**src/assert_macros.svh**
```systemverilog
// Assertion macros shared by the RTL files
`ifndef ASSERT_MACROS_SVH
`define ASSERT_MACROS_SVH
// Implication checked on every clock edge outside reset
`define ASSERT_IMPL(label, clk, rst, ante, cons, msg) \
  label: assert property (@(posedge clk) disable iff (rst) (ante) |-> (cons)) \
    else $error(msg);
// Next-cycle implication outside reset
`define ASSERT_NEXT(label, clk, rst, ante, cons, msg) \
  label: assert property (@(posedge clk) disable iff (rst) (ante) |=> (cons)) \
    else $error(msg);
`endif

```
**src/svm_pkg.sv**
```systemverilog
// Package for the sample voice mixer: sizes, codes and controller commands
`default_nettype none
package svm_pkg;
  localparam int VOICES = 16;
  localparam int SLOTS = 8;
  localparam int FRAMES_PER_SLOT = 8192;
  localparam int VW = $clog2(VOICES);
  localparam int SW = 3;
  localparam int FW = 13;
  localparam int AW = SW + FW;
  localparam int PW = 14;
  localparam int MEM_DEPTH = SLOTS * FRAMES_PER_SLOT;

  localparam logic [2:0] MODE_TICK = 3'd0;
  localparam logic [2:0] MODE_NOTE_ON = 3'd1;
  localparam logic [2:0] MODE_ALL_OFF = 3'd2;
  localparam logic [2:0] MODE_WRITE = 3'd3;
  localparam logic [2:0] MODE_LENGTH = 3'd4;

  localparam logic CFG_NOTES = 1'b0;
  localparam logic CFG_VOLUMES = 1'b1;

  typedef struct packed {
    logic          all_off;     // clear all voices
    logic          write_len;   // latch length for in_slot
    logic          trig;        // allocate a voice for trig_slot
    logic [SW-1:0] trig_slot;
    logic          tick_clear;  // clear accumulators
    logic          tick_rd;     // step voice tick_voice: retire, wait or play
    logic          tick_acc;    // accumulate the product of the voice stepped before
    logic [VW-1:0] tick_voice;
    logic          tick_done;   // load result register
  } svm_cmd_t;

  typedef struct packed {
    logic          out_busy;    // result not yet taken
    logic [SLOTS-1:0] slot_hit;
  } svm_stat_t;
endpackage
`default_nettype wire

```
**src/svm_ctrl.sv**
```systemverilog
// Mixer controller: sequences note-on slot scan and the per-tick voice walk
`default_nettype none
module svm_ctrl import svm_pkg::*; (
  input  wire logic clk,
  input  wire logic rst,
  input  wire logic in_valid,
  output logic      in_ready,
  input  wire logic [2:0] in_mode,
  input  wire svm_stat_t stat,
  output svm_cmd_t  cmd
);
  `include "assert_macros.svh"
  typedef enum logic [2:0] {IDLE, NOTE, WALK, DRAIN, DONE} state_t;
  state_t state;
  logic [SW-1:0] slot_ctr;
  logic [VW:0]   voice_ctr;
  logic [SLOTS-1:0] hits;
  logic accept;

  assign in_ready = (state == IDLE) && !(in_mode == MODE_TICK && stat.out_busy);
  assign accept = in_valid && in_ready;

  always_comb begin
    cmd = '0;
    cmd.all_off = accept && in_mode == MODE_ALL_OFF;
    cmd.write_len = accept && in_mode == MODE_LENGTH && 1'b1;
    cmd.tick_clear = accept && in_mode == MODE_TICK;
    cmd.trig = (state == NOTE) && hits[slot_ctr];
    cmd.trig_slot = slot_ctr;
    cmd.tick_voice = voice_ctr[VW-1:0];
    cmd.tick_rd = (state == WALK);
    cmd.tick_acc = (state == WALK && voice_ctr != '0) || state == DRAIN;
    cmd.tick_done = (state == DONE);
  end

  always_ff @(posedge clk) begin
    if (rst) begin
      state <= IDLE;
      slot_ctr <= '0;
      voice_ctr <= '0;
      hits <= '0;
    end else begin
      unique case (state)
        IDLE: begin
          if (accept && in_mode == MODE_NOTE_ON) begin
            hits <= stat.slot_hit;
            slot_ctr <= '0;
            state <= NOTE;
          end else if (accept && in_mode == MODE_TICK) begin
            voice_ctr <= '0;
            state <= WALK;
          end
        end
        NOTE: begin
          slot_ctr <= slot_ctr + 1'b1;
          if (slot_ctr == SW'(SLOTS - 1)) state <= IDLE;
        end
        WALK: begin
          voice_ctr <= voice_ctr + 1'b1;
          if (voice_ctr == (VW+1)'(VOICES - 1)) state <= DRAIN;
        end
        DRAIN: state <= DONE;
        DONE: state <= IDLE;
        default: state <= IDLE;
      endcase
    end
  end

  `ASSERT_IMPL(a_ready_idle, clk, rst, in_ready, state == IDLE, "ready outside idle")
  `ASSERT_NEXT(a_walk_end, clk, rst, state == DRAIN, state == DONE, "drain not followed")
  `ASSERT_IMPL(a_done_free, clk, rst, state == DONE, !stat.out_busy, "result slot busy")
endmodule
`default_nettype wire

```
**config.mk**
```make
export PLATFORM = sky130hd
export DESIGN_NAME = svm_ctrl
export DESIGN_NICKNAME = d
export VERILOG_FILES = /design/src/svm_pkg.sv /design/src/svm_ctrl.sv
export VERILOG_INCLUDE_DIRS = /design/src /design/src/src
export SDC_FILE = /design/constraint.sdc
export NUM_CORES = 1
export LEC_CHECK = 0
export BUFFER_PORTS_ARGS = -buffer_cell sky130_fd_sc_hd__buf_2
export CAP_MARGIN = 20
export CORE_MARGIN = 2
export CORE_UTILIZATION = 36
export DETAILED_ROUTE_END_ITERATION = 16
export PLACE_DENSITY_LB_ADDON = 0.08
export REMOVE_ABC_BUFFERS = 1
export SLEW_MARGIN = 15
export SYNTH_ARGS = -nofsm -noshare
export SYNTH_HDL_FRONTEND = slang
export SYNTH_SLANG_ARGS = --single-unit
```
**constraint.sdc**
```tcl
create_clock -name clk -period 1.5 [get_ports clk]
set_input_delay 0.3 -clock clk [delete_from_list [all_inputs] [get_ports clk]]
set_output_delay 0.3 -clock clk [all_outputs]
set_load 0.02 [all_outputs]
```
After elaboration in Yosys (flattened, before gate mapping)
Index checks and enable logic that the tools add are counted.
{ "classes": {"addsub": 2, "n_mux": 12, "n_eq_ne": 15, "reduce_logical": 20, "n_lt_le_gt_ge": 1} }
{ "ops": {"columns": ["op", "n"], "rows": [
  ["3-bit two-way mux", 5],
  ["3-bit case mux with 4 select lines", 1],
  ["5-bit two-way mux", 2],
  ["5-bit case mux with 2 select lines", 1],
  ["3-bit by 2-bit equality test with 1-bit output (second input constant)", 3],
  ["3-bit equality test (second input constant)", 3],
  ["1-bit logical AND", 9],
  ["3-bit by 1-bit equality test with 1-bit output (second input constant)", 2],
  ["3-bit logical NOT", 2],
  ["2-bit by 1-bit inequality test with 1-bit output (second input constant)", 3],
  ["3-bit case mux with 2 select lines", 1],
  ["3-bit AND reduction", 2],
  ["5-bit by 1-bit adder with 5-bit output (second input constant)", 1],
  ["5-bit by 4-bit equality test with 1-bit output (second input constant)", 1],
  ["5-bit nonzero test", 1],
  ["3-bit by 4-bit < comparator with 1-bit output (second input constant)", 1],
  ["2-bit inequality test (second input constant)", 2],
  ["2-bit AND reduction", 2],
  ["2-bit nonzero test", 2],
  ["3-bit by 1-bit adder with 3-bit output (second input constant)", 1],
  ["1-bit binary-select mux with 3-bit select", 1],
  ["3-bit by 2-bit inequality test with 1-bit output (second input constant)", 1],
  ["1-bit logical NOT", 1],
  ["1-bit logical OR", 1],
  ["1-bit two-way mux", 1]
]} }
{ "word_totals": {"ff_bits": 19, "inputBits": 15, "word_cells": 54} }

Depth between registers and ports, before layout
{ "depth": {"word_depth": 9, "mapped_depth": 6, "ltp_nobuf": 6} }

Least setup slack after synthesis
OpenSTA, ideal clock, no wires.
{ "synth_path": {"kind": "flip-flop to output port", "from": "register state[0]", "to": "output port cmd[7] (netlist bit)", "n_path_buf": 1, "t_arrival_ns": 1.317, "path_stages_with_launch": 5, "path_slack_ns": -0.117, "path_cell_list": "dfxtp_1 buf_6 nor3_1 nand3_1 nor4_1"} }
{ "synth_lines": {"columns": ["element", "line", "source"], "rows": [
  ["from (decl)", "svm_ctrl.sv:14", "state_t state;"],
  ["from (signal assigned)", "svm_ctrl.sv:38", "state <= IDLE;"],
  ["from (signal assigned)", "svm_ctrl.sv:48", "state <= NOTE;"],
  ["from (signal assigned)", "svm_ctrl.sv:51", "state <= WALK;"],
  ["to (decl)", "svm_ctrl.sv:10", "output svm_cmd_t cmd"]
]} }

==> summary.txt <==
Outcome
  – Status: finished with violations
  – Failing checks: negative setup slack

Power and ir drop
  – Switching Share: 0.261
  – Pwr dens: 584 mW/mm²
  – Sequential share of power: 0.552
  – Comb pwr share: 0.167
  – VDD IR max: 0.241 mV
  – Cell-internal power: 0.694 mW
  – LEAKAGE: 0.666 nW
  – Clock Power Share: 0.281
  – P_sw: 0.245 mW
  – Final Total Pwr: 0.939 mW

Worst setup path
  – Type of the worst setup path: reg2out
  – Crit-path max FO: 5
  – CP Launch Type: flop
  – CP peak stage delay: 420 ps
  – CP endpoint kind: output port
  – Critical path's slowest cell: or3b_1
  – Worst Path Required: 1200 ps
  – Worst EP arrival: 1540 ps
  – Worst path cell trace: buf_4 > or3b_1 > nor2_1 > buf_2
  – R2R Setup Slk: -160 ps

Timing
  – Worst Tran Pin Value: about 490 ps
  – RSZ-0062 raised after global routing: yes
  – Hold Fails Final Rpt: 0
  – Final setup violation count: 26
  – Final Max Tran Viols: 0
  – Final period util: 1.22
  – Slew Limit Headroom: 0.675
  – Setup ws final: -337 ps
  – Final Skew: approximately 5.5 ps
  – Total Negative Setup Slacks: -3420 ps
  – Minimum clock period: 1840 ps
  – Fmax: about 0.54 GHz

Route
  – Iter 0 DRT Violations: 32
  – Met3 WL: around 150 µm
  – DR vias: 1034
  – Routed met1 length: 1.15 mm
  – Average vias per placed instance: 5.00
  – Final WL: 2.60 mm
  – Pre-antenna DRT Iters: 4
  – Met2 Wirelength: 1.27 mm
  – Drt wl/cell: 12.6 µm
  – # DRC: 0
  – DRT antenna net count: 0
  – DR top layer: met4

Synthesis
  – Synthesized instance count: between 100 and 150
  – Synth area leader: dfxtp_1
  – Cell variety after synth: 38
  – Ys Warns: 0
  – Synth top area share: 0.333
  – Mapped Area: 0.00114 mm²
  – Register area share after synthesis: 0.333
  – Synth top area cells: dfxtp_1 33%, nand2b_1 9.9%, mux2i_1 7.9%
  – Synthesized area per cell: 9.75 µm²
  – #FFs+latches synth: 19

Clock network
  – # clock sinks: 19
  – Hold_buf cts: 0
  – TritonCTS clock tree: yes
  – Max Buffers Root-to-Sink: 2
  – CTS clk-pin slew, worst paths: 110 ps
  – CTS buffer count: 3
  – H-Tree Depth: 1
  – CTS root buffer: clkbuf_4
  – Clock latency reported for the late side of the worst-skew pair: 300 ps

Floorplan
  – Core box area: roughly 0.003 mm²
  – Die area: 0.00364 mm²
  – Die H: 60.3 µm
  – DIE WIDTH: 60.3 µm
  – Num rows: 20
  – Boundary Pins: 30
  – Starting density of the core: 0.377

Final layout
  – Area growth, synth to finish: 40.9%
  – Number of diodes: 0
  – Share of layout cells above drive strength 1: 0.485
  – Nets: 184

Place
  – HPWL after DPL: 1.77 mm
  – Post-Place Worst Slack: -89.0 ps
  – Gpl congestion: roughly 0.72
  – Buffers on Ports: 29

Global routing
  – Total GRT Usage: 0.152
  – Largest net degree at the start of global routing: 34
  – First-pass GRT wire length: 4.22 mm
  – Antenna violations before repair: 0
  – Vias in the first global route: between 900 and 1000
  – Final global-route overflow total: 0

Hold path
  – HP Class: in2reg

Job
  – Max-Cap Viols: 0
-- per-stage QoR --
step | util | cell area [µm²] | std cells | hold WS, ps
2_1_floorplan | - | 1070 | 107 | 372
3_3_place_gp | 0.460 | 1390 | 194 | 467
3_5_place_dp | 0.460 | 1390 | 194 | 468
4_1_cts | 0.505 | 1530 | 206 | 238
5_1_grt | 0.531 | 1610 | 207 | 240
6_report | 0.531 | 1610 | 207 | 244
-- power groups by stage --
stage	registers, mW	clock network [mW]	logic [mW]
detailed placement	0.531	0	0.129
global placement	0.531	0	0.126
floorplan	0.533	0	0.0623
CTS	0.519	0.274	0.146
global route	0.520	0.294	0.169
finish	0.519	0.264	0.157
-- metal layers --
layer | track usage | vias to the layer above
met4 | 0.0667 | 0
li1 | - | 508
met1 | 0.195 | 490
met5 | 0 | -
met3 | 0.0260 | 4
met2 | 0.250 | 32
-- Yosys cell counts --
library cell and n:
dfxtp_1 19, nand2b_1 18, inv_1 9, mux2i_1 9, ha_1 5, nand3b_1 5, buf_4 4, clkbuf_1 4
a21oi_1 3, nor2_1 3, nor3b_1 3, o31ai_1 3, o32ai_1 3, buf_6 2, mux4_2 2, nor4_1 2
or3_1 2, a211oi_1 1, a311oi_1 1, a31oi_1 1, a41oi_1 1, and2b_1 1, and3_1 1, and4_1 1
clkinv_1 1, nand3_1 1, nor3_1 1, nor4_4 1, nor4b_1 1, o21ai_0 1, o21ba_2 1, o31ai_4 1
or2b_1 1, or3_4 1, or3b_1 1, or3b_2 1, or3b_4 1, or4_1 1
-- layout make-up --
| cell class | instances | area, µm² |
|---|---|---|
| Clock inverter | 1 | 5.00 |
| Multi-Input combinational cell | 78 | 714 |
| Fill cell | 284 | 1420 |
| Timing Repair Buffer | 52 | 379 |
| Inverter | 10 | 42.5 |
| Tap cell | 44 | 55.1 |
| Sequential cell | 19 | 389 |
| Clock buffer | 3 | 22.5 |
-- critical path, delay by kind of cell (launching register included) --
kind          cells  cell delay [ps]
simple gates      2              540
flops             1              380
buf+inv           2              320
-- placed cells by master (no fill, tap or decap), types with 2 or more instances in the layout --
cell type   n
nor2_1      3
nor3b_2     2
nand3b_1    5
or3b_4      2
dfxtp_2     4
inv_1       9
a21oi_1     2
or3_1       2
buf_2      23
dfxtp_1    14
mux4_2      2
o32ai_1     2
nor4_4      2
o31ai_1     3
nand2b_1   18
clkbuf_4    3
ha_1        5
buf_6       9
mux2i_1     9
buf_4      19
-- final timing paths --
check | cells past startpoint | start | endpoint
setup / recovery | 4 | state[1] | cmd[11]
hold / removal | 3 | stat[6] | hits[6]
setup reg to reg | 6 | state[2] | hits[7]
hold reg to reg | 2 | hits[0] | hits[0]
-- cells by family (layout without fill, tap and decap cells) --
logic type | after synthesis | after routing | share of synthesized area
simple gates | 46 | 46 | 0.286
buf+inv | 20 | 66 | 0.0921
mux | 11 | 11 | 0.118
fa+ha+maj | 5 | 5 | 0.0548
flops | 19 | 19 | 0.333
compound gates | 16 | 16 | 0.115
-- flip-flops by register name, summed over array words and instances (netlist names) --
register,flops
slot_ctr,3
hits,8
voice_ctr,5
state,3
-- repair_timing --
item | in CTS | in global routing
pin swaps | 3 | 7
resized for setup | 18 | 17
setup buffers | 8 | 1
setup endpoints to repair | 11 | 26
hold endpoints to repair | 0 | 0
gates cloned | 0 | 0
Note: power is estimated with default switching activity, not from simulation.
